$ cat src/rtl/dcg_pkg.sv
// ----------------------------------------------------------------------------
// dcg_pkg
// Shared types and constants of the drive command generator.
// ----------------------------------------------------------------------------
`default_nettype none

package dcg_pkg;

  localparam int SPEED_W    = 16;
  localparam int TURN_W     = 18;
  localparam int CFG_W      = 15;
  localparam int BYTE_W     = 8;
  localparam int DIVIDEND_W = 25;   // |speed| * 1000 fits in 25 bits
  localparam int QUEUE_DEPTH = 2;

  localparam logic signed [SPEED_W-1:0] SPEED_MAX        = 16'sd500;
  localparam logic signed [SPEED_W-1:0] SPEED_MIN        = -16'sd500;
  localparam logic signed [SPEED_W-1:0] POINT_TURN_SPEED = 16'sd200;
  localparam logic signed [TURN_W-1:0]  TURN_SAT_MAX     = 18'sd131071;
  localparam logic signed [TURN_W-1:0]  TURN_SAT_MIN     = -18'sd131072;
  localparam logic [DIVIDEND_W-1:0]     RADIUS_LIMIT     = 25'd2000;
  localparam logic [9:0]                RADIUS_SCALE     = 10'd1000;
  localparam logic [15:0]               STRAIGHT_CODE    = 16'h8000;
  localparam logic [15:0]               RADIUS_PLUS_ONE  = 16'h0001;
  localparam logic [15:0]               RADIUS_MINUS_ONE = 16'hFFFF;
  localparam logic [BYTE_W-1:0]         DRIVE_OPCODE     = 8'd137;

  localparam logic [CFG_W-1:0] THRESHOLD_RESET = 15'd100;
  localparam logic [CFG_W-1:0] INCREMENT_RESET = 15'd50;

  // Register indexes on the configuration port
  localparam logic REG_THRESHOLD = 1'b0;
  localparam logic REG_INCREMENT = 1'b1;

  typedef enum logic [1:0] {
    RAD_DIVIDE,
    RAD_STRAIGHT,
    RAD_POINT_POS,
    RAD_POINT_NEG
  } rad_mode_e;

  typedef struct packed {
    logic [CFG_W-1:0] threshold;
    logic [CFG_W-1:0] increment;
  } cfg_t;

  // One classified command waiting for the radius divide and byte output
  typedef struct packed {
    logic [SPEED_W-1:0] speed;      // clamped speed, or the point-turn speed; two's complement
    logic [SPEED_W-1:0] speed_mag;  // |raw speed|
    logic [TURN_W-1:0]  turn_mag;   // |limited turn|
    logic               rad_neg;
    rad_mode_e          mode;
  } cmd_t;

endpackage

`default_nettype wire

$ cat src/rtl/dcg_front.sv
// ----------------------------------------------------------------------------
// dcg_front
// Slew-limits the turn rate, clamps the speed and decides whether a command
// goes out; classified commands are pushed into the queue.
// ----------------------------------------------------------------------------
`default_nettype none

module dcg_front (
  input  wire logic                          clk_i,
  input  wire logic                          rst_ni,
  input  wire dcg_pkg::cfg_t                 cfg_i,
  input  wire logic                          in_valid_i,
  output logic                               in_ready_o,
  input  wire logic signed [15:0]            drive_speed_i,
  input  wire logic signed [15:0]            turn_rate_i,
  input  wire logic                          q_full_i,
  output logic                               q_push_o,
  output dcg_pkg::cmd_t                      q_data_o
);
  import dcg_pkg::*;

  logic signed [TURN_W-1:0]  prev_turn_q, prev_turn_d;
  logic signed [SPEED_W-1:0] prev_speed_q, prev_speed_d;
  logic signed [SPEED_W-1:0] prev_turn_in_q, prev_turn_in_d;
  logic                      sent_once_q, sent_once_d;

  logic                      accept;
  logic [TURN_W-1:0]         prev_mag;
  logic [TURN_W-1:0]         in_mag;
  logic signed [TURN_W:0]    diff;
  logic [TURN_W:0]           diff_mag;
  logic                      limit;
  logic signed [TURN_W:0]    stepped;
  logic signed [TURN_W-1:0]  turn_new;
  logic signed [SPEED_W-1:0] speed_c;
  logic                      emit;

  always_comb begin
    prev_mag = prev_turn_q[TURN_W-1] ? TURN_W'(-prev_turn_q) : TURN_W'(prev_turn_q);
    in_mag   = turn_rate_i[15] ? TURN_W'(-{{(TURN_W-16){1'b1}}, turn_rate_i})
                               : TURN_W'(turn_rate_i);
    diff     = $signed({1'b0, prev_mag}) - $signed({1'b0, in_mag});
    diff_mag = diff[TURN_W] ? (TURN_W+1)'(-diff) : (TURN_W+1)'(diff);
    limit    = (diff_mag > (TURN_W+1)'(cfg_i.threshold)) && (turn_rate_i != '0);

    if (diff > 0) begin
      stepped = $signed({prev_turn_q[TURN_W-1], prev_turn_q}) +
                $signed({{(TURN_W+1-CFG_W){1'b0}}, cfg_i.increment});
    end else begin
      stepped = $signed({prev_turn_q[TURN_W-1], prev_turn_q}) -
                $signed({{(TURN_W+1-CFG_W){1'b0}}, cfg_i.increment});
    end

    if (!limit) begin
      turn_new = TURN_W'(turn_rate_i);
    end else if (stepped > $signed({TURN_SAT_MAX[TURN_W-1], TURN_SAT_MAX})) begin
      turn_new = TURN_SAT_MAX;
    end else if (stepped < $signed({TURN_SAT_MIN[TURN_W-1], TURN_SAT_MIN})) begin
      turn_new = TURN_SAT_MIN;
    end else begin
      turn_new = stepped[TURN_W-1:0];
    end

    if (drive_speed_i > SPEED_MAX) begin
      speed_c = SPEED_MAX;
    end else if (drive_speed_i < SPEED_MIN) begin
      speed_c = SPEED_MIN;
    end else begin
      speed_c = drive_speed_i;
    end

    q_data_o.speed_mag = drive_speed_i[15] ? SPEED_W'(-drive_speed_i)
                                           : SPEED_W'(drive_speed_i);
    q_data_o.turn_mag  = turn_new[TURN_W-1] ? TURN_W'(-turn_new) : TURN_W'(turn_new);
    q_data_o.rad_neg   = drive_speed_i[15] ^ turn_new[TURN_W-1];

    // Zero turn drives straight; zero speed with a turn spins in place
    if (turn_new == '0) begin
      q_data_o.mode  = RAD_STRAIGHT;
      q_data_o.speed = speed_c;
    end else if (drive_speed_i == '0) begin
      q_data_o.mode  = turn_new[TURN_W-1] ? RAD_POINT_NEG : RAD_POINT_POS;
      q_data_o.speed = POINT_TURN_SPEED;
    end else begin
      q_data_o.mode  = RAD_DIVIDE;
      q_data_o.speed = speed_c;
    end

    emit = !sent_once_q || (q_data_o.speed != prev_speed_q) ||
           (turn_rate_i != prev_turn_in_q);
  end

  assign in_ready_o = !q_full_i;
  assign accept     = in_valid_i && in_ready_o;
  assign q_push_o   = accept && emit;

  always_comb begin
    prev_turn_d    = prev_turn_q;
    prev_speed_d   = prev_speed_q;
    prev_turn_in_d = prev_turn_in_q;
    sent_once_d    = sent_once_q;
    if (accept) begin
      prev_turn_d = turn_new;
    end
    if (q_push_o) begin
      prev_speed_d   = q_data_o.speed;
      prev_turn_in_d = turn_rate_i;
      sent_once_d    = 1'b1;
    end
  end

  always_ff @(posedge clk_i or negedge rst_ni) begin
    if (!rst_ni) begin
      prev_turn_q    <= '0;
      prev_speed_q   <= '0;
      prev_turn_in_q <= '0;
      sent_once_q    <= 1'b0;
    end else begin
      prev_turn_q    <= prev_turn_d;
      prev_speed_q   <= prev_speed_d;
      prev_turn_in_q <= prev_turn_in_d;
      sent_once_q    <= sent_once_d;
    end
  end

endmodule

`default_nettype wire

$ cat src/rtl/dcg_queue.sv
// ----------------------------------------------------------------------------
// dcg_queue
// Short FIFO of classified commands between the front and the back.
// ----------------------------------------------------------------------------
`default_nettype none

module dcg_queue (
  input  wire logic          clk_i,
  input  wire logic          rst_ni,
  input  wire logic          push_i,
  input  wire dcg_pkg::cmd_t push_data_i,
  output logic               full_o,
  input  wire logic          pop_i,
  output dcg_pkg::cmd_t      pop_data_o,
  output logic               empty_o
);
  import dcg_pkg::*;

  localparam int PTR_W = (QUEUE_DEPTH > 1) ? $clog2(QUEUE_DEPTH) : 1;
  localparam int CNT_W = $clog2(QUEUE_DEPTH + 1);

  cmd_t             mem_q [QUEUE_DEPTH];
  logic [PTR_W-1:0] wr_ptr_q, wr_ptr_d;
  logic [PTR_W-1:0] rd_ptr_q, rd_ptr_d;
  logic [CNT_W-1:0] count_q, count_d;

  assign full_o     = (count_q == CNT_W'(QUEUE_DEPTH));
  assign empty_o    = (count_q == '0);
  assign pop_data_o = mem_q[rd_ptr_q];

  always_comb begin
    wr_ptr_d = wr_ptr_q;
    rd_ptr_d = rd_ptr_q;
    count_d  = count_q;
    if (push_i) begin
      wr_ptr_d = (wr_ptr_q == PTR_W'(QUEUE_DEPTH - 1)) ? '0 : wr_ptr_q + 1'b1;
    end
    if (pop_i) begin
      rd_ptr_d = (rd_ptr_q == PTR_W'(QUEUE_DEPTH - 1)) ? '0 : rd_ptr_q + 1'b1;
    end
    if (push_i && !pop_i) begin
      count_d = count_q + 1'b1;
    end else if (pop_i && !push_i) begin
      count_d = count_q - 1'b1;
    end
  end

  always_ff @(posedge clk_i) begin
    if (push_i) begin
      mem_q[wr_ptr_q] <= push_data_i;
    end
  end

  always_ff @(posedge clk_i or negedge rst_ni) begin
    if (!rst_ni) begin
      wr_ptr_q <= '0;
      rd_ptr_q <= '0;
      count_q  <= '0;
    end else begin
      wr_ptr_q <= wr_ptr_d;
      rd_ptr_q <= rd_ptr_d;
      count_q  <= count_d;
    end
  end

endmodule

`default_nettype wire

$ cat src/rtl/dcg_back.sv
// ----------------------------------------------------------------------------
// dcg_back
// Computes the turning radius, with a bit-serial divider for divided commands,
// and sends the five command bytes.
// ----------------------------------------------------------------------------
`default_nettype none

module dcg_back (
  input  wire logic          clk_i,
  input  wire logic          rst_ni,
  input  wire logic          q_empty_i,
  input  wire dcg_pkg::cmd_t q_data_i,
  output logic               q_pop_o,
  output logic               out_valid_o,
  input  wire logic          out_ready_i,
  output logic [7:0]         command_byte_o,
  output logic               last_byte_o
);
  import dcg_pkg::*;

  localparam logic [2:0] ST_IDLE = 3'd0;
  localparam logic [2:0] ST_MUL  = 3'd1;
  localparam logic [2:0] ST_DIV  = 3'd2;
  localparam logic [2:0] ST_FIN  = 3'd3;
  localparam logic [2:0] ST_SEND = 3'd4;

  localparam int STEP_W = $clog2(DIVIDEND_W);

  localparam logic [2:0] BYTE_OP       = 3'd0;
  localparam logic [2:0] BYTE_SPEED_HI = 3'd1;
  localparam logic [2:0] BYTE_SPEED_LO = 3'd2;
  localparam logic [2:0] BYTE_RAD_HI   = 3'd3;
  localparam logic [2:0] BYTE_RAD_LO   = 3'd4;

  logic [2:0]            state_q, state_d;
  cmd_t                  cmd_q, cmd_d;
  logic [DIVIDEND_W-1:0] quo_q, quo_d;      // dividend shifts out, quotient in
  logic [TURN_W-1:0]     rem_q, rem_d;
  logic [STEP_W-1:0]     step_q, step_d;
  logic [15:0]           radius_q, radius_d;
  logic [2:0]            byte_q, byte_d;

  logic [TURN_W:0]       rem_shift;
  logic [TURN_W:0]       divisor;
  logic                  fits;
  logic                  out_fire;

  assign rem_shift = {rem_q, quo_q[DIVIDEND_W-1]};
  assign divisor   = {1'b0, cmd_q.turn_mag};
  assign fits      = (rem_shift >= divisor);
  assign q_pop_o   = (state_q == ST_IDLE) && !q_empty_i;
  assign out_valid_o = (state_q == ST_SEND);
  assign out_fire  = out_valid_o && out_ready_i;
  assign last_byte_o = (byte_q == BYTE_RAD_LO);

  always_comb begin
    case (byte_q)
      BYTE_OP:       command_byte_o = DRIVE_OPCODE;
      BYTE_SPEED_HI: command_byte_o = cmd_q.speed[15:8];
      BYTE_SPEED_LO: command_byte_o = cmd_q.speed[7:0];
      BYTE_RAD_HI:   command_byte_o = radius_q[15:8];
      BYTE_RAD_LO:   command_byte_o = radius_q[7:0];
      default:       command_byte_o = DRIVE_OPCODE;
    endcase
  end

  always_comb begin
    state_d  = state_q;
    cmd_d    = cmd_q;
    quo_d    = quo_q;
    rem_d    = rem_q;
    step_d   = step_q;
    radius_d = radius_q;
    byte_d   = byte_q;
    case (state_q)
      ST_IDLE: begin
        if (q_pop_o) begin
          cmd_d   = q_data_i;
          state_d = ST_MUL;
        end
      end
      ST_MUL: begin
        quo_d   = DIVIDEND_W'(cmd_q.speed_mag) * DIVIDEND_W'(RADIUS_SCALE);
        rem_d   = '0;
        step_d  = '0;
        state_d = (cmd_q.mode == RAD_DIVIDE) ? ST_DIV : ST_FIN;
      end
      ST_DIV: begin
        // One restoring step per cycle, MSB first
        if (fits) begin
          rem_d = TURN_W'(rem_shift - divisor);
        end else begin
          rem_d = rem_shift[TURN_W-1:0];
        end
        quo_d  = {quo_q[DIVIDEND_W-2:0], fits};
        step_d = step_q + 1'b1;
        if (step_q == STEP_W'(DIVIDEND_W - 1)) begin
          state_d = ST_FIN;
        end
      end
      ST_FIN: begin
        case (cmd_q.mode)
          RAD_STRAIGHT:  radius_d = STRAIGHT_CODE;
          RAD_POINT_POS: radius_d = RADIUS_PLUS_ONE;
          RAD_POINT_NEG: radius_d = RADIUS_MINUS_ONE;
          RAD_DIVIDE: begin
            if (quo_q > RADIUS_LIMIT) begin
              radius_d = STRAIGHT_CODE;
            end else if (cmd_q.rad_neg) begin
              radius_d = 16'(-quo_q[15:0]);
            end else begin
              radius_d = quo_q[15:0];
            end
          end
          default: radius_d = STRAIGHT_CODE;
        endcase
        byte_d  = BYTE_OP;
        state_d = ST_SEND;
      end
      ST_SEND: begin
        if (out_fire) begin
          byte_d = byte_q + 1'b1;
          if (last_byte_o) begin
            state_d = ST_IDLE;
          end
        end
      end
      default: state_d = ST_IDLE;
    endcase
  end

  always_ff @(posedge clk_i) begin
    cmd_q    <= cmd_d;
    quo_q    <= quo_d;
    rem_q    <= rem_d;
    radius_q <= radius_d;
  end

  always_ff @(posedge clk_i or negedge rst_ni) begin
    if (!rst_ni) begin
      state_q <= ST_IDLE;
      step_q  <= '0;
      byte_q  <= BYTE_OP;
    end else begin
      state_q <= state_d;
      step_q  <= step_d;
      byte_q  <= byte_d;
    end
  end

endmodule

`default_nettype wire

$ cat src/rtl/drive_command_generator.sv
// ----------------------------------------------------------------------------
// drive_command_generator
// Turns speed and turn-rate requests into five-byte wheel drive commands.
// ----------------------------------------------------------------------------
//  channel   signals                                    direction
//  input     in_valid_i/in_ready_o, drive_speed_i,       in
//            turn_rate_i
//  output    out_valid_o/out_ready_i, command_byte_o,    out
//            last_byte_o
//  config    psel, penable, pwrite, paddr, pwdata,       in/out
//            prdata, pready
//
//  A divided command holds the back through queue pop, product, 25 divider
//  steps, radius select and 5 bytes; straight and point turns skip the divider
//  steps. The serial divider sets the pace. A silent item is taken with no queue
//  push; the front takes an item each cycle while the two-entry queue has room.
//  Reset is asynchronous, active low; it restores both registers and clears
//  the turn and last-sent history. Output stalls hold the current byte.
// ----------------------------------------------------------------------------
`default_nettype none

module drive_command_generator (
  input  wire logic               clk_i,
  input  wire logic               rst_ni,
  input  wire logic               in_valid_i,
  output logic                    in_ready_o,
  input  wire logic signed [15:0] drive_speed_i,
  input  wire logic signed [15:0] turn_rate_i,
  output logic                    out_valid_o,
  input  wire logic               out_ready_i,
  output logic [7:0]              command_byte_o,
  output logic                    last_byte_o,
  input  wire logic               psel,
  input  wire logic               penable,
  input  wire logic               pwrite,
  input  wire logic [2:0]         paddr,
  input  wire logic [31:0]        pwdata,
  output logic [31:0]             prdata,
  output logic                    pready
);
  import dcg_pkg::*;

  cfg_t cfg_q, cfg_d;
  logic cfg_write;
  logic reg_sel;

  logic q_push, q_full, q_pop, q_empty;
  cmd_t q_wr_data, q_rd_data;

  assign pready    = 1'b1;
  assign reg_sel   = paddr[2];
  assign cfg_write = psel && penable && pwrite && pready;

  always_comb begin
    cfg_d = cfg_q;
    if (cfg_write) begin
      case (reg_sel)
        REG_THRESHOLD: cfg_d.threshold = pwdata[CFG_W-1:0];
        REG_INCREMENT: cfg_d.increment = pwdata[CFG_W-1:0];
        default:       cfg_d = cfg_q;
      endcase
    end
  end

  always_comb begin
    case (reg_sel)
      REG_THRESHOLD: prdata = 32'(cfg_q.threshold);
      REG_INCREMENT: prdata = 32'(cfg_q.increment);
      default:       prdata = '0;
    endcase
  end

  always_ff @(posedge clk_i or negedge rst_ni) begin
    if (!rst_ni) begin
      cfg_q.threshold <= THRESHOLD_RESET;
      cfg_q.increment <= INCREMENT_RESET;
    end else begin
      cfg_q <= cfg_d;
    end
  end

  dcg_front u_front (
    .clk_i         (clk_i),
    .rst_ni        (rst_ni),
    .cfg_i         (cfg_q),
    .in_valid_i    (in_valid_i),
    .in_ready_o    (in_ready_o),
    .drive_speed_i (drive_speed_i),
    .turn_rate_i   (turn_rate_i),
    .q_full_i      (q_full),
    .q_push_o      (q_push),
    .q_data_o      (q_wr_data)
  );

  dcg_queue u_queue (
    .clk_i       (clk_i),
    .rst_ni      (rst_ni),
    .push_i      (q_push),
    .push_data_i (q_wr_data),
    .full_o      (q_full),
    .pop_i       (q_pop),
    .pop_data_o  (q_rd_data),
    .empty_o     (q_empty)
  );

  dcg_back u_back (
    .clk_i          (clk_i),
    .rst_ni         (rst_ni),
    .q_empty_i      (q_empty),
    .q_data_i       (q_rd_data),
    .q_pop_o        (q_pop),
    .out_valid_o    (out_valid_o),
    .out_ready_i    (out_ready_i),
    .command_byte_o (command_byte_o),
    .last_byte_o    (last_byte_o)
  );

endmodule

`default_nettype wire

$ cat config.mk
export PLATFORM = sky130hd
export DESIGN_NAME = drive_command_generator
export DESIGN_NICKNAME = d
export VERILOG_FILES = /design/src/rtl/dcg_pkg.sv /design/src/rtl/dcg_front.sv /design/src/rtl/dcg_queue.sv /design/src/rtl/dcg_back.sv /design/src/rtl/drive_command_generator.sv
export SDC_FILE = /design/constraint.sdc
export NUM_CORES = 1
export LEC_CHECK = 0
export ABC_CLOCK_PERIOD_IN_PS = 18050
export BUFFER_PORTS_ARGS = -buffer_cell sky130_fd_sc_hd__buf_2
export CAP_MARGIN = 20
export CELL_PAD_IN_SITES_DETAIL_PLACEMENT = 0
export CELL_PAD_IN_SITES_GLOBAL_PLACEMENT = 1
export CORE_UTILIZATION = 45
export DETAILED_ROUTE_END_ITERATION = 7
export HOLD_SLACK_MARGIN = 0.05
export PLACE_DENSITY_LB_ADDON = 0.1
export SETUP_SLACK_MARGIN = 0.02
export SLEW_MARGIN = 10
export SYNTH_ARGS = -nofsm -noshare
export SYNTH_HDL_FRONTEND = slang
export SYNTH_HIERARCHICAL = 1
export SYNTH_SLANG_ARGS = --single-unit
$ cat constraint.sdc
create_clock -name clk_i -period 18.05 [get_ports clk_i]
set_input_delay 2.7075 -clock clk_i [delete_from_list [all_inputs] [get_ports clk_i]]
set_output_delay 2.7075 -clock clk_i [all_outputs]
set_load 0.02 [all_outputs]
* Word-level counts from Yosys, hierarchy flattened
Memory sizes are Yosys's and may differ from the RTL's. A register that Yosys moved wholly into a read port is not among the register bits.
Index checks and enable logic that the tools add are counted.
Widths: inputs -> output; s select.
** Cells by class
- Reductions and logical operators :: 30
- Shift-type cells :: 0
- Multiplexer cells :: 39
- $lt $le $gt $ge :: 8
- Bitwise gates (word level) :: 2
- Multipliers :: 1
- Div/mod/pow operators :: 0
- Eq/ne operators :: 19
- $add $sub $neg :: 16
** Operator list (number)
- $mux 18 :: 7
- $mux 16 :: 7
- $pmux 16 s4 :: 1
- $pmux 32 s2 :: 1
- $neg 18->18 :: 3
- $pmux 25 s2 :: 1
- $mux 19 :: 2
- $pmux 18 s2 :: 1
- $ne 16x16->1 :: 2
- $neg 16->16 :: 2
- $pmux 8 s4 :: 1
- $gt 25x11->1 const B :: 1
- $mul 16x7->22 const B :: 1
- $add 18x16->19 :: 1
- $ge 19x18->1 :: 1
- $gt 19x1->1 const B :: 1
- $gt 19x15->1 :: 1
- $gt 19x18->1 const B :: 1
- $lt 19x18->1 const B :: 1
- $neg 19->19 :: 1
- $sub 18x16->19 :: 1
- $sub 18x18->19 :: 1
- $logic_not 18->1 :: 1
- $sub 18x18->18 :: 1
- other kinds (33) :: 74
** Storage, ports and cells
- Memories :: 1
- Bits in latches :: 0
- Register bits :: 155
- Bits in writable memories :: 106
- Input port bits :: 74
- ROM bits :: 0
- Output and inout port bits :: 44
- Word-level logic and storage cells :: 131
** Memory list
- u_queue.mem_q :: words 2, bits a word 53, read ports 1, clocked after Yosys merged registers in 1, write ports 1, RTL line dcg_queue.sv:22 : cmd_t mem_q [QUEUE_DEPTH];

* Longest topological paths before layout
Gate-level depths: netlist of the first run.
- Depth after elaboration :: 19
- Mapped depth :: 44

* By module
Netlist of the first run, hierarchy kept.
** By module, submodules not included
- dcg_back :: seq. area each 3638.5 um2, cells each 786, times used 1, area each 8592.0 um2
- dcg_front :: seq. area each 1276.2 um2, cells each 1061, times used 1, area each 7950.1 um2
- dcg_queue :: seq. area each 3283.1 um2, cells each 181, times used 1, area each 4261.6 um2
- drive_command_generator :: seq. area each 758.2 um2, cells each 101, times used 1, area each 1529.0 um2

* Worst setup path after synthesis of the first run
Ideal clock, no wire load.
- Path type :: in2reg
- Start :: in turn_rate_i[5]
- End :: mem u_queue/mem_q[0][0] in the netlist's numbering, enable pin
- Arrival :: 13557 ps
- Path slack :: 4023 ps
- Path buffers :: 4
- Setup time :: 470 ps
- Required time :: 17580 ps
- Cell stages on the path :: 39
- Cell sequence :: clkbuf_1 -> or4_1 -> nand2b_1 -> or3_1 -> o21ai_0 -> xor2_1 -> ha_1 -> a21oi_1 -> nor2b_1 -> nor4_1 -> a31oi_1 -> xnor2_1 -> or3_4 -> nor4_4 -> nor2_1 -> clkbuf_1 -> nor2_1 -> a21oi_1 -> (+3 left out) -> a221oi_1 -> o211ai_1 -> a21o_1 -> a21oi_1 -> xnor2_1 -> o21ai_0 -> a31oi_1 -> a21oi_1 -> ha_1 -> o221ai_2 -> or4_1 -> buf_2 -> mux2_2 -> o22ai_2 -> o21ai_4 -> buf_6 -> inv_1 -> nor2b_1
** Between the ends
- Word-level cells in the longest chain between the ends :: 17
- Elaborated cells on any way between the ends :: 24
** Ends and longest elaborated chain
- start: declaration :: RTL line drive_command_generator.sv:28 : input wire logic signed [15:0] turn_rate_i,
- $neg 18->18 :: RTL line dcg_front.sv:40 : in_mag = turn_rate_i[15] ? TURN_W'(-{{(TURN_W-16){1'b1}}, turn_rate_i})
- $mux 18 :: RTL line dcg_front.sv:40
- $sub 18x18->19 :: RTL line dcg_front.sv:42 : diff = $signed({1'b0, prev_mag}) - $signed({1'b0, in_mag});
- $gt 19x1->1 :: RTL line dcg_front.sv:46 : if (diff > 0) begin
- $mux 19 :: RTL line dcg_front.sv:46
- $lt 19x18->1 :: RTL line dcg_front.sv:58 : end else if (stepped < $signed({TURN_SAT_MIN[TURN_W-1], TURN_SAT_MIN})) begin
- $mux 18 :: RTL line dcg_front.sv:58
- $mux 18 :: RTL line dcg_front.sv:56 : end else if (stepped > $signed({TURN_SAT_MAX[TURN_W-1], TURN_SAT_MAX})) begin
- (+2 left out)
- $mux 16 :: RTL line dcg_front.sv:78 : if (turn_new == '0) begin
- $ne 16x16->1 :: RTL line dcg_front.sv:89 : emit = !sent_once_q || (q_data_o.speed != prev_speed_q) ||
- $logic_or 1x1->1 :: RTL line dcg_front.sv:89
- $logic_or 1x1->1 (*) :: RTL line dcg_front.sv:89
- $logic_and 1x1->1 (*) :: RTL line dcg_front.sv:95 : assign q_push_o = accept && emit;
- net q_push :: RTL line drive_command_generator.sv:47 : logic q_push, q_full, q_pop, q_empty;
- $mux 1 (*) :: RTL line dcg_queue.sv:49 : if (push_i) begin
- $mux 1 (implied by the code) (*) :: RTL line dcg_queue.sv:50 : mem_q[wr_ptr_q] <= push_data_i;
- end: declaration :: RTL line dcg_queue.sv:22
Mark *: on every way through the listed nets, which the timed path passes. The rest lies on a longest branch.

* Worst setup path in the final report of the first run
- Start :: in turn_rate_i[0]
- End :: mem u_queue/mem_q[1][9] in the netlist's numbering, enable pin
Same word-level chain as after synthesis.

==> metrics.log, run 1 <==
[metrics] result of the run: finished clean
[metrics] worst min path class: reg -> reg
[metrics] met2 routing resource usage after global routing: ~34%
[metrics] proportion of layout cells with a drive suffix above 1: between 10 and 15%
[metrics] synthesized netlist cell count: between 2k and 2.5k
[metrics] H-Tree Level Count: 2
[metrics] Final min period: ~14 ns
[metrics] post-CTS resize count: 0
[metrics] average instance area after synthesis: ~10 um2
[metrics] # rows: between 80 and 90
[metrics] P&R area growth vs syn: 9.65%
[metrics] overall routed net length: about 55 mm
[metrics] sink count of the clock tree: 314
[metrics] count of nets left with antenna violations after detail routing: 0
[metrics] nets: 2,447
[metrics] #FFs+latches synth: approximately 310
[metrics] post-CTS setup buffer count: 0
[metrics] area share of the largest cell type after synthesis: 29.3%
[metrics] post-route setup TNS: 0 ns
[metrics] Worst EP required: approximately 18 ns
[metrics] sequential cell area: roughly 9000 um2
[metrics] worst-skew pair later-pin latency: a little under 0.6 ns
[metrics] EDFF count, synth: about 220
[metrics] Port Buf Inserts: 80
[metrics] clock-pin slew on the worst setup and hold paths: 0.06 ns
[metrics] Total Routing Usage GR: between 20 and 25%
[metrics] Worst Setup Slack, final: 4.50 ns
[metrics] detailed-placement wirelength estimate: about 42 mm
[metrics] number of CTS-inserted buffers: 38
[metrics] core area: around 49,000 um2
[metrics] synth warn: 6
[metrics] Filler Cell Count: about 4.5k
[metrics] vertical die dimension: roughly 220 um
[metrics] cell types with the largest area share after synthesis: sky130_fd_sc_hd__edfxtp_1 29%, sky130_fd_sc_hd__dfrtp_1 10%, sky130_fd_sc_hd__ha_1 7.5%, sky130_fd_sc_hd__fa_1 5.1%, sky130_fd_sc_hd__mux2_4 4.6%
[metrics] mean routed wirelength per cell: 19.1 um
[metrics] via total after detailed routing: around 16k
[metrics] number of distinct library cells after synthesis: 95
[metrics] Clock Skew: ~0.037 ns
[metrics] buffers from clock root to sink, at most: 3
[metrics] share of synthesized flip-flops with an asynchronous set or reset: a little under a third
[metrics] gpl congestion: just over 0.9
[metrics] max-slew violations: 0
[metrics] maximum number of pins on one net before global-route repair: 67
[metrics] global-route congestion overflow total: 0
[metrics] total DRC errors in the routed layout: 0
[metrics] clock root buffer master: sky130_fd_sc_hd__clkbuf_16
[metrics] die outline area: roughly 50,000 um2
[metrics] Hold Violations, Final: 0
[metrics] fmax: approximately 0.074 GHz
[metrics] flip-flop cell with the highest count after synthesis: sky130_fd_sc_hd__edfxtp_1
[metrics] grt peak-use layer: met2
[metrics] slack of the worst reg-to-reg path: between 6 and 7 ns
[metrics] unrepaired setup endpoints after global routing: no
[metrics] die width: 225 um
[metrics] total of hold buffers inserted after clock tree synthesis: 0
[metrics] Inserted Diodes: 0
[metrics] met1 capacity usage during global routing: between 30% and 40%
[metrics] Worst EP arrival: between 10 and 15 ns
[metrics] worst-margin pin slew: 1.06 ns
[metrics] highest-delay cell along the critical path: sky130_fd_sc_hd__or4_1
[metrics] area of the multi-input gates: ~12,000 um2
[metrics] count of pins on the block boundary: ~120
[metrics] final period utilization: between 70% and 80%
[metrics] initial core utilization: 45.6%
[metrics] average via count per standard cell: approximately 5.5
[metrics] clock tree from TritonCTS: built
[metrics] maxcap violations: 0
[metrics] Final setup viols: 0
[metrics] sequential cell area fraction in the yosys report: 40.1%
[metrics] TritonRoute pass-1 iters: 5
[metrics] worst max-slew margin expressed relative to the limit: just under 30%
[metrics] critical path startpoint category: input port
[metrics] vias in the first global route: ~16k
[metrics] largest driver fanout on the critical path: 53
[metrics] post-layout utilization of the core: between 50% and 60%
[metrics] met3 routing resource usage after global routing: under 10%
[metrics] crit path kind: in -> reg
[metrics] Worst Setup Slack post-DPL: around 4 ns
[metrics] Post-Syn Area: 22,300 um2
[metrics] category of the worst setup path capture point: flop
[metrics] critical path's largest stage delay: ~0.76 ns
[metrics] antenna violations before repair: 0
[metrics] global-route wire length before repair: between 80 and 90 mm
[metrics] largest area contributor in the synthesized netlist: sky130_fd_sc_hd__edfxtp_1
[metrics] Detailed Route Iter0 Violations: roughly 1k
==> layer usage <==
metal  share of wire (%)  wire, um
met5                   0         0
met1                  50     27300
met2                  44     24300
met4                 2.3      1290
met3                 3.8      2060
==> Yosys cell counts, types with 33 or more instances <==
cell type                    n
sky130_fd_sc_hd__a21oi_1   114
sky130_fd_sc_hd__clkbuf_1   57
sky130_fd_sc_hd__dfrtp_1    90
sky130_fd_sc_hd__edfxtp_1  218
sky130_fd_sc_hd__fa_1       57
sky130_fd_sc_hd__ha_1      133
sky130_fd_sc_hd__inv_1     167
sky130_fd_sc_hd__mux2_2     51
sky130_fd_sc_hd__mux2_4     69
sky130_fd_sc_hd__nand2_1   167
sky130_fd_sc_hd__nand2b_1   33
sky130_fd_sc_hd__nand3_1    42
sky130_fd_sc_hd__nor2_1    125
sky130_fd_sc_hd__nor3_1     38
sky130_fd_sc_hd__o21ai_0   126
sky130_fd_sc_hd__xnor2_1    97
sky130_fd_sc_hd__xor2_1     82
==> area by class of cell <==
type | instances | share of cell area (%)
inverter | 167 | 2.56
clock buffer | 55 | 4.31
timing repair buffer | 95 | 2.24
clock inverter | 15 | 0.909
sequential | 314 | 36.6
tap | 664 | 3.39
multi-input combinational | 1567 | 50.0
==> placed cells by master (no fill, tap or decap), types with 9 or more instances in the layout <==
cell type and n:
sky130_fd_sc_hd__a211oi_1 12, sky130_fd_sc_hd__a21o_1 23, sky130_fd_sc_hd__a21oi_1 114, sky130_fd_sc_hd__a22oi_1 18, sky130_fd_sc_hd__a31oi_1 18, sky130_fd_sc_hd__and3_1 11, sky130_fd_sc_hd__buf_2 79, sky130_fd_sc_hd__buf_4 14
sky130_fd_sc_hd__clkbuf_1 13, sky130_fd_sc_hd__clkbuf_16 38, sky130_fd_sc_hd__conb_1 19, sky130_fd_sc_hd__dfrtp_1 89, sky130_fd_sc_hd__edfxtp_1 218, sky130_fd_sc_hd__fa_1 57, sky130_fd_sc_hd__ha_1 133, sky130_fd_sc_hd__inv_1 167
sky130_fd_sc_hd__mux2_1 19, sky130_fd_sc_hd__mux2_2 51, sky130_fd_sc_hd__mux2_4 69, sky130_fd_sc_hd__mux2i_1 16, sky130_fd_sc_hd__nand2_1 166, sky130_fd_sc_hd__nand2b_1 33, sky130_fd_sc_hd__nand3_1 42, sky130_fd_sc_hd__nand4_1 18
sky130_fd_sc_hd__nor2_1 125, sky130_fd_sc_hd__nor2b_1 24, sky130_fd_sc_hd__nor3_1 38, sky130_fd_sc_hd__nor4_1 21, sky130_fd_sc_hd__o211ai_1 15, sky130_fd_sc_hd__o21ai_0 126, sky130_fd_sc_hd__o21ai_1 11, sky130_fd_sc_hd__o21bai_1 11
sky130_fd_sc_hd__o22ai_1 9, sky130_fd_sc_hd__o31ai_1 31, sky130_fd_sc_hd__o41ai_1 11, sky130_fd_sc_hd__or3_1 13, sky130_fd_sc_hd__or4_1 16, sky130_fd_sc_hd__xnor2_1 97, sky130_fd_sc_hd__xor2_1 82
==> registers in the layout, indices dropped and copies added, names as in the netlist, 2 cells and up <==
register	count
u_front/prev_turn_q	18
u_back/state_q	3
u_back/quo_q	25
u_back/byte_q	3
u_back/radius_q	16
u_front/prev_speed_q	16
u_back/cmd_q	53
u_queue/mem_q	106
u_front/prev_turn_in_q	16
u_back/step_q	5
cfg_q	30
u_back/rem_q	18
u_queue/count_q	2
==> critical path, delay by kind of cell <==
kind	cells	cell delay [ns]
AOI/OAI and AO/OA	16	4.44
xor gates and xnor gates	3	0.49
adders and majority gates	4	1.50
buffers and inverters	4	1.01
muxes	1	0.38
and+or+nand+nor	10	3.17
==> path summary, 6_finish.rpt <==
path,startpoint,endpoint,cells after the start
setup / recovery,turn_rate_i[0],u_queue/mem_q[1][9],38
hold / removal,u_queue/count_q[1],u_queue/count_q[1],1
setup reg to reg,u_front/prev_turn_q[1],u_queue/mem_q[1][9],35
hold reg to reg,u_queue/count_q[1],u_queue/count_q[1],1
max in group asynchronous,rst_ni,u_front/prev_turn_in_q[9],2
min in group asynchronous,rst_ni,u_front/prev_turn_q[16],1
==> stage by stage <==
stage	area, um2	std cells	hold WS (ns)
2_1_floorplan	22400	2145	0.450
3_3_place_gp	23200	2805	0.473
3_5_place_dp	23200	2805	0.494
4_1_cts	24400	2875	0.504
5_1_grt	24500	2877	0.513
6_report	24500	2877	0.503
==> logic make-up after synthesis <==
kind of cell / count (synthesis) / share of synthesized area [%]
buffers and inverters: 264 / 5.41
xor gates and xnor gates: 179 / 7.02
muxes: 155 / 8.89
and+or+nand+nor: 559 / 12.7
other: 3 / 0.0504
DFF: 314 / 40.1
adders and majority gates: 194 / 12.7
AOI/OAI and AO/OA: 461 / 13.1
Power of run 1 is left out: the tool's default activity adds up to more than one toggle a clock period on the data nets, which glitch-free logic cannot reach.
==> run 2: changes to the inputs <==
Settings changed: ABC_AREA set to 1, ABC_CLOCK_PERIOD_IN_PS 18050 to 13100.
Clock period 18.05 ns to 13.1 ns, I/O delays scaled along.
==> run 2 against run 1 <==
Core utilization rose by 0.057 points; hold slack got worse by 0.032 ns; design area rose by 3.2%; die area rose by 3.9%; highest routed layer unchanged.
==> metrics.log, run 2 <==
[metrics] sequential cell area fraction in the yosys report: 38.6% (was 40.1%)
[metrics] average via count per standard cell: 5.08 (was 5.54)
[metrics] Inserted Diodes: 0 (unchanged)
[metrics] largest area contributor in the synthesized netlist: sky130_fd_sc_hd__edfxtp_1 (unchanged)
[metrics] worst max-slew margin expressed relative to the limit: 34.1% (was 29.4%)
[metrics] synthesized netlist cell count: 2,839 (was 2,129)
[metrics] H-Tree Level Count: 2 (unchanged)
[metrics] crit path kind: in -> reg (unchanged)
[metrics] overall routed net length: 58.6 mm (was 55.0 mm)
[metrics] P&R area growth vs syn: 8.96% (was 9.65%)
[metrics] critical path's largest stage delay: 0.58 ns (was 0.76 ns)
[metrics] clock root buffer master: sky130_fd_sc_hd__clkbuf_16 (unchanged)
[metrics] post-placement cell count: 3,536 (was 2,805)
[metrics] leading cell types by count after synthesis: 832 x sky130_fd_sc_hd__nand2_1, 423 x sky130_fd_sc_hd__inv_1, 218 x sky130_fd_sc_hd__edfxtp_1 (was 218 x sky130_fd_sc_hd__edfxtp_1, 167 x sky130_fd_sc_hd__inv_1, 167 x sky130_fd_sc_hd__nand2_1)
[metrics] worst min path class: reg -> reg (unchanged)
[metrics] largest driver fanout on the critical path: 53 (unchanged)
[metrics] fmax: 0.0890 GHz
[metrics] detailed-placement wirelength estimate: 45.4 mm (was 42.4 mm)
[metrics] Final min period: 11.24 ns
[metrics] dominant cell by count in the synthesized netlist: sky130_fd_sc_hd__nand2_1 (was sky130_fd_sc_hd__edfxtp_1)
[metrics] Total Routing Usage GR: 22.7% (was 22.1%)
[metrics] slack of the worst reg-to-reg path: 2.99 ns (was 6.37 ns)
[metrics] Clock Skew: 0.0342 ns (was 0.0367 ns)
[metrics] Worst EP arrival: 11.39 ns (was 13.73 ns)
[metrics] count of nets left with antenna violations after detail routing: 0 (unchanged)
[metrics] max-slew violations: 0 (unchanged)
[metrics] register with the most flip-flops: u_queue/mem_q (unchanged)
[metrics] initial core utilization: 46.0% (was 45.6%)
[metrics] Detailed Route Iter0 Violations: 1,207 (was 1,029)
[metrics] final period utilization: 85.8%
[metrics] top flop regs: u_queue/mem_q (106), u_back/cmd_q (53), cfg_q (30) (unchanged)
[metrics] most frequent cell on the critical path: sky130_fd_sc_hd__nand2_1
[metrics] category of the worst setup path capture point: flop (unchanged)
[metrics] # rows: 82 (was 81)
[metrics] post-CTS setup buffer count: 0 (unchanged)
[metrics] synth warn: 6 (unchanged)
[metrics] proportion of layout cells with a drive suffix above 1: 9.45% (was 14.1%)
[metrics] buffers from clock root to sink, at most: 3 (unchanged)
[metrics] Post-Syn Area: 23,200 um2 (was 22,300 um2)
[metrics] sink count of the clock tree: 314 (unchanged)
[metrics] post-CTS resize count: 0 (unchanged)
[metrics] highest-delay cell along the critical path: sky130_fd_sc_hd__o311ai_0 (was sky130_fd_sc_hd__or4_1)
[metrics] critical path startpoint category: input port (unchanged)
[metrics] total of hold buffers inserted after clock tree synthesis: 0 (unchanged)
[metrics] gpl congestion: 0.918 (was 0.921)
[metrics] Final setup viols: 0 (unchanged)
[metrics] TritonRoute pass-1 iters: 5 (unchanged)
[metrics] cell family with the largest share of critical-path delay: simple AND/OR/NAND/NOR gates (was compound AO/OA/AOI/OAI gates)
[metrics] core area: 50,500 um2 (was 49,000 um2)
[metrics] area share of the largest cell type after synthesis: 28.2% (was 29.3%)
[metrics] share of synthesized flip-flops with an asynchronous set or reset: 30.6% (unchanged)
[metrics] worst-margin pin slew: 0.984 ns (was 1.06 ns)
[metrics] count of pins on the block boundary: 118 (unchanged)
[metrics] #FFs+latches synth: 314 (unchanged)
[metrics] total DRC errors in the routed layout: 0 (unchanged)
[metrics] number of distinct library cells after synthesis: 64 (was 95)
[metrics] global-route congestion overflow total: 0 (unchanged)
[metrics] die outline area: 52,500 um2 (was 50,500 um2)
[metrics] maximum number of pins on one net before global-route repair: 56 (was 67)
[metrics] final std cells w/o fill: 3,604 (was 2,877)
[metrics] vias in the first global route: 18.3k (was 15.8k)
[metrics] maxcap violations: 0 (unchanged)
[metrics] unrepaired setup endpoints after global routing: no (unchanged)
[metrics] clock tree from TritonCTS: built (unchanged)
[metrics] vertical die dimension: 229 um (was 225 um)
[metrics] die width: 229 um (was 225 um)
[metrics] mean routed wirelength per cell: 16.3 um (was 19.1 um)
[metrics] Hold Violations, Final: 0 (unchanged)
[metrics] number of CTS-inserted buffers: 37 (was 38)
[metrics] Worst EP required: 13.26 ns (was 18.23 ns)
[metrics] Port Buf Inserts: 80 (unchanged)
[metrics] result of the run: finished clean (unchanged)
[metrics] max reg flops: 106 (unchanged)
[metrics] antenna violations before repair: 0 (unchanged)
[metrics] Filler Cell Count: 4,982 (was 4,515)
[metrics] post-route setup TNS: 0 ns (unchanged)
[metrics] cell types with the largest area share after synthesis: sky130_fd_sc_hd__edfxtp_1 28%, sky130_fd_sc_hd__nand2_1 13%, sky130_fd_sc_hd__dfrtp_1 9.7%, sky130_fd_sc_hd__ha_1 7.2%, sky130_fd_sc_hd__inv_1 6.8% (was sky130_fd_sc_hd__edfxtp_1 29%, sky130_fd_sc_hd__dfrtp_1 10%, sky130_fd_sc_hd__ha_1 7.5%, sky130_fd_sc_hd__fa_1 5.1%, sky130_fd_sc_hd__mux2_4 4.6%)
[metrics] EDFF count, synth: 218 (unchanged)
[metrics] via total after detailed routing: 18.3k (was 15.9k)
[metrics] most common cell after layout, fill and taps aside: sky130_fd_sc_hd__nand2_1 (was sky130_fd_sc_hd__edfxtp_1)
[metrics] top library cells by usage in the layout, fill and taps aside: 831 x sky130_fd_sc_hd__nand2_1, 422 x sky130_fd_sc_hd__inv_1, 218 x sky130_fd_sc_hd__edfxtp_1 (was 218 x sky130_fd_sc_hd__edfxtp_1, 167 x sky130_fd_sc_hd__inv_1, 166 x sky130_fd_sc_hd__nand2_1)
[metrics] flip-flop cell with the highest count after synthesis: sky130_fd_sc_hd__edfxtp_1 (unchanged)
[metrics] number of buffer and inverter stages on the critical path: 10 (was 4)
[metrics] global-route wire length before repair: 95.2 mm (was 86.7 mm)
[metrics] average instance area after synthesis: 8.17 um2 (was 10.5 um2)
[metrics] worst-skew pair later-pin latency: 0.55 ns (was 0.58 ns)
[metrics] clock-pin slew on the worst setup and hold paths: 0.06 ns (about the same)
[metrics] nets: 3,167 (was 2,447)
==> run 2: changes by cell type after synthesis, moves of 27 or more <==
cell                       before  now
sky130_fd_sc_hd__clkbuf_1      57   22
sky130_fd_sc_hd__inv_1        167  423
sky130_fd_sc_hd__mux2_2        51    4
sky130_fd_sc_hd__nand2_1      167  832
sky130_fd_sc_hd__nand2b_1      33    0
sky130_fd_sc_hd__nand3_1       42  203
sky130_fd_sc_hd__nor2_1       125  182
sky130_fd_sc_hd__o21ai_0      126   99
sky130_fd_sc_hd__xnor2_1       97   32
==> run 2: stage by stage <==
stage / hold WS [ns] / util (%) / worst slack (ns) / instance area (um2)
finish: 0.471 / 50.1 / 1.86 / 25300
global route: 0.496 / 50.1 / 0.920 / 25300
CTS: 0.473 / 50.1 / 1.94 / 25300
detailed placement: 0.460 / 47.7 / 1.43 / 24100
global placement: 0.448 / 47.7 / 1.63 / 24100
floorplan: 0.427 / - / 2.02 / 23300
==> run 2: worst paths after layout <==
| path | from | end | cells after the start |
|---|---|---|---|
| worst max-delay path | turn_rate_i[1] | u_queue/mem_q[0][26] | 55 |
| max in group asynchronous | rst_ni | u_queue/rd_ptr_q | 2 |
| worst min-delay path | u_front/prev_speed_q[4] | u_front/prev_speed_q[4] | 2 |
| worst max register to register | u_front/prev_turn_q[0] | u_queue/mem_q[0][26] | 50 |
| worst min register to register | u_front/prev_speed_q[4] | u_front/prev_speed_q[4] | 2 |
| min in group asynchronous | rst_ni | u_back/byte_q[2] | 1 |
==> run 2: layout make-up <==
class	count	area (um2)	area share (%)
multi-input combinational	2015	12100	47.9
sequential	314	8960	35.4
inverter	443	1660	6.58
clock buffer	51	1040	4.12
tap	672	841	3.33
timing repair buffer	92	505	2.00
clock inverter	17	170	0.673
==> run 2: cell families (layout without fill, tap and decap cells) <==
logic type | count (synthesis) | after routing | synth area share (%)
simple gates | 1373 | 1373 | 25.3
compound gates | 249 | 249 | 6.00
flops | 314 | 314 | 38.6
mux | 53 | 53 | 3.36
fa+ha+maj | 190 | 190 | 12.1
buf+inv | 526 | 603 | 9.61
other cells | 3 | 19 | 0.0485
xor+xnor | 131 | 131 | 4.94
==> run 2: per-layer routing <==
layer	up-vias	GRT usage (%)	routed length, um
li1	9266	-	-
met1	8682	28.4	25800
met2	286	40.7	29500
met3	84	2.47	1640
met4	0	7.38	1690
met5	-	0	0
==> run 2: tightest hold or removal path: stages, from the launching register on <==
cell,delay (ns)
sky130_fd_sc_hd__dfrtp_1,0.34
sky130_fd_sc_hd__nand2_1,0.05
sky130_fd_sc_hd__nand2_1,0.05
Power of run 2 is left out for the same reason.
==> run 3: changes to the inputs <==
Settings changed: CELL_PAD_IN_SITES_DETAIL_PLACEMENT 0 to not set, CELL_PAD_IN_SITES_GLOBAL_PLACEMENT 1 to not set, PLACE_DENSITY_LB_ADDON 0.1 to not set.
==> run 3 against run 2 <==
Die area did not move; flip-flop and latch count did not move; sequential share of layout area rose by 0.13 points; critical path depth did not move; clock skew fell by 0.015 ns; core utilization fell by 0.17 points; register-to-register slack got worse by 0.37 ns; final cell count fell by 0.19%; design area fell by 0.34%; non-clock buffer count fell by 2; highest routed layer is now met5; global-route usage fell by 1.2 points; critical endpoint is now u_queue/mem_q[0][36]; maximum frequency fell by 2.8%.
==> metrics.log, run 3 (synthesis gave the netlist of run 2 again) <==
[metrics] fmax: 0.0865 GHz (was 0.0890 GHz)
[metrics] post-route setup TNS: 0 ns (unchanged)
[metrics] TritonRoute pass-1 iters: 5 (unchanged)
[metrics] slack of the worst reg-to-reg path: 2.62 ns (was 2.99 ns)
[metrics] r2r worst-path depth: 50 (unchanged)
[metrics] most common cell after layout, fill and taps aside: sky130_fd_sc_hd__nand2_1 (unchanged)
[metrics] post-CTS resize count: 0 (unchanged)
[metrics] critical path startpoint category: input port (unchanged)
[metrics] antenna violations before repair: 1 (was 0)
[metrics] startpoint of the lowest-slack register-to-register path: u_front/prev_turn_q[1] (was u_front/prev_turn_q[0])
[metrics] detailed-placement wirelength estimate: 43.3 mm (was 45.4 mm)
[metrics] die width: 229 um (unchanged)
[metrics] highest-delay cell along the critical path: sky130_fd_sc_hd__o311ai_0 (unchanged)
[metrics] buffers from clock root to sink, at most: 3 (unchanged)
[metrics] total DRC errors in the routed layout: 0 (unchanged)
[metrics] number of cells on the worst hold path: 2 (unchanged)
[metrics] critical path's largest stage delay: 0.68 ns (was 0.58 ns)
[metrics] H-Tree Level Count: 2 (unchanged)
[metrics] Detailed Route Iter0 Violations: 1,051 (was 1,207)
[metrics] count of pins on the block boundary: 118 (unchanged)
[metrics] global-route wire length before repair: 90.8 mm (was 95.2 mm)
[metrics] proportion of layout cells with a drive suffix above 1: 9.44% (was 9.45%)
[metrics] maxcap violations: 0 (unchanged)
[metrics] clock-pin slew on the worst setup and hold paths: 0.06 ns (about the same)
[metrics] Hold Violations, Final: 0 (unchanged)
[metrics] via total after detailed routing: 18.4k (was 18.3k)
[metrics] number of CTS-inserted buffers: 36 (was 37)
[metrics] max reg flops: 106 (unchanged)
[metrics] Worst Setup Slack post-DPL: 1.20 ns (was 1.43 ns)
[metrics] overall routed net length: 56.1 mm (was 58.6 mm)
[metrics] worst min path class: reg -> reg (unchanged)
[metrics] nets: 3,164 (was 3,167)
[metrics] Final min period: 11.56 ns (was 11.24 ns)
[metrics] top flop regs: u_queue/mem_q (106), u_back/cmd_q (53), cfg_q (30) (unchanged)
[metrics] crit path kind: in -> reg (unchanged)
[metrics] area of all placed cells without fillers: 25,200 um2 (was 25,300 um2)
[metrics] Worst EP arrival: 11.72 ns (was 11.39 ns)
[metrics] maximum number of pins on one net before global-route repair: 68 (was 56)
[metrics] post-CTS setup buffer count: 0 (unchanged)
[metrics] # rows: 82 (unchanged)
[metrics] count of nets left with antenna violations after detail routing: 0 (unchanged)
[metrics] core area: 50,500 um2 (unchanged)
[metrics] average via count per standard cell: 5.10 (was 5.08)
[metrics] gpl congestion: 0.908 (was 0.918)
[metrics] Worst Hold Launch: u_front/sent_once_q (was u_front/prev_speed_q[4])
[metrics] clock root buffer master: sky130_fd_sc_hd__clkbuf_16 (unchanged)
[metrics] worst-skew pair later-pin latency: 0.54 ns (was 0.55 ns)
[metrics] most frequent cell on the critical path: sky130_fd_sc_hd__nand2_1 (unchanged)
[metrics] register with the most flip-flops: u_queue/mem_q (unchanged)
[metrics] worst-margin pin slew: 1.03 ns (was 0.984 ns)
[metrics] sink count of the clock tree: 314 (unchanged)
[metrics] mean routed wirelength per cell: 15.6 um (was 16.3 um)
[metrics] Port Buf Inserts: 80 (unchanged)
[metrics] max-slew violations: 0 (unchanged)
[metrics] result of the run: finished clean (unchanged)
[metrics] global-route congestion overflow total: 0 (unchanged)
[metrics] area of placed instances: 24,000 um2 (was 24,100 um2)
[metrics] Clock Skew: 0.0188 ns (was 0.0342 ns)
[metrics] final period utilization: 88.3% (was 85.8%)
[metrics] initial core utilization: 46.0% (unchanged)
[metrics] Inserted Diodes: 0 (unchanged)
[metrics] P&R area growth vs syn: 8.59% (was 8.96%)
[metrics] worst r2r dst: u_queue/mem_q[0][36] (was u_queue/mem_q[0][26])
[metrics] category of the worst setup path capture point: flop (unchanged)
[metrics] destination of the worst hold path: u_front/sent_once_q (was u_front/prev_speed_q[4])
[metrics] die outline area: 52,500 um2 (unchanged)
[metrics] top library cells by usage in the layout, fill and taps aside: 831 x sky130_fd_sc_hd__nand2_1, 422 x sky130_fd_sc_hd__inv_1, 218 x sky130_fd_sc_hd__edfxtp_1 (unchanged)
[metrics] Final setup viols: 0 (unchanged)
[metrics] total of hold buffers inserted after clock tree synthesis: 0 (unchanged)
[metrics] vertical die dimension: 229 um (unchanged)
[metrics] worst max-slew margin expressed relative to the limit: 31.6% (was 34.1%)
[metrics] unrepaired setup endpoints after global routing: no (unchanged)
[metrics] vias in the first global route: 17.9k (was 18.3k)
[metrics] Worst Setup Slack, final: 1.54 ns (was 1.86 ns)
[metrics] Total Routing Usage GR: 21.5% (was 22.7%)
[metrics] Worst EP required: 13.26 ns (about the same)
[metrics] largest driver fanout on the critical path: 53 (unchanged)
[metrics] clock tree from TritonCTS: built (unchanged)
-- run 3: layout make-up --
cell class	count	area, um2
Sequential cell	314	8960
Fill cell	4878	25300
Timing Repair Buffer	90	478
Clock inverter	21	206
Clock buffer	42	945
Inverter	443	1660
Tap cell	672	841
Multi-Input combinational cell	2015	12100
-- run 3: per-stage QoR --
step / hold WS (ns) / cells / utilization, %
after floorplan: 0.427 / 2855 / -
after global placement: 0.452 / 3534 / 47.6
after detailed placement: 0.458 / 3534 / 47.6
after CTS: 0.472 / 3597 / 49.9
after global routing: 0.489 / 3597 / 49.9
final: 0.471 / 3597 / 49.9
-- run 3: worst max-delay path by stage --
stage,from,to,cells past startpoint
3_5_place_dp,turn_rate_i[1],u_queue/mem_q[0][28],55
5_1_grt,turn_rate_i[7],u_queue/mem_q[0][31],56
3_3_place_gp,turn_rate_i[1],u_queue/mem_q[0][28],55
4_1_cts,turn_rate_i[1],u_queue/mem_q[0][31],55
2_1_floorplan,turn_rate_i[4],u_queue/mem_q[0][0],57
6_report,turn_rate_i[1],u_queue/mem_q[0][36],55
-- run 3: critical path: cells and delay by family --
kind,cells,cell delay [ns]
adder cells (fa/ha/maj),4,1.13
AO/OA/AOI/OAI,5,1.59
XOR/XNOR,2,0.34
AND/OR/NAND/NOR,34,4.93
buffers and inverters,10,1.67
-- run 3: per-layer routing --
layer | GRT usage [%] | vias to the layer above | part of all wire, %
met2 | 38.1 | 346 | 50
met3 | 2.15 | 98 | 3.3
met4 | 8.71 | 2 | 3.4
met1 | 26.7 | 8664 | 44
li1 | - | 9243 | -
met5 | 0 | - | 0.014
Power of run 3 is left out for the same reason.
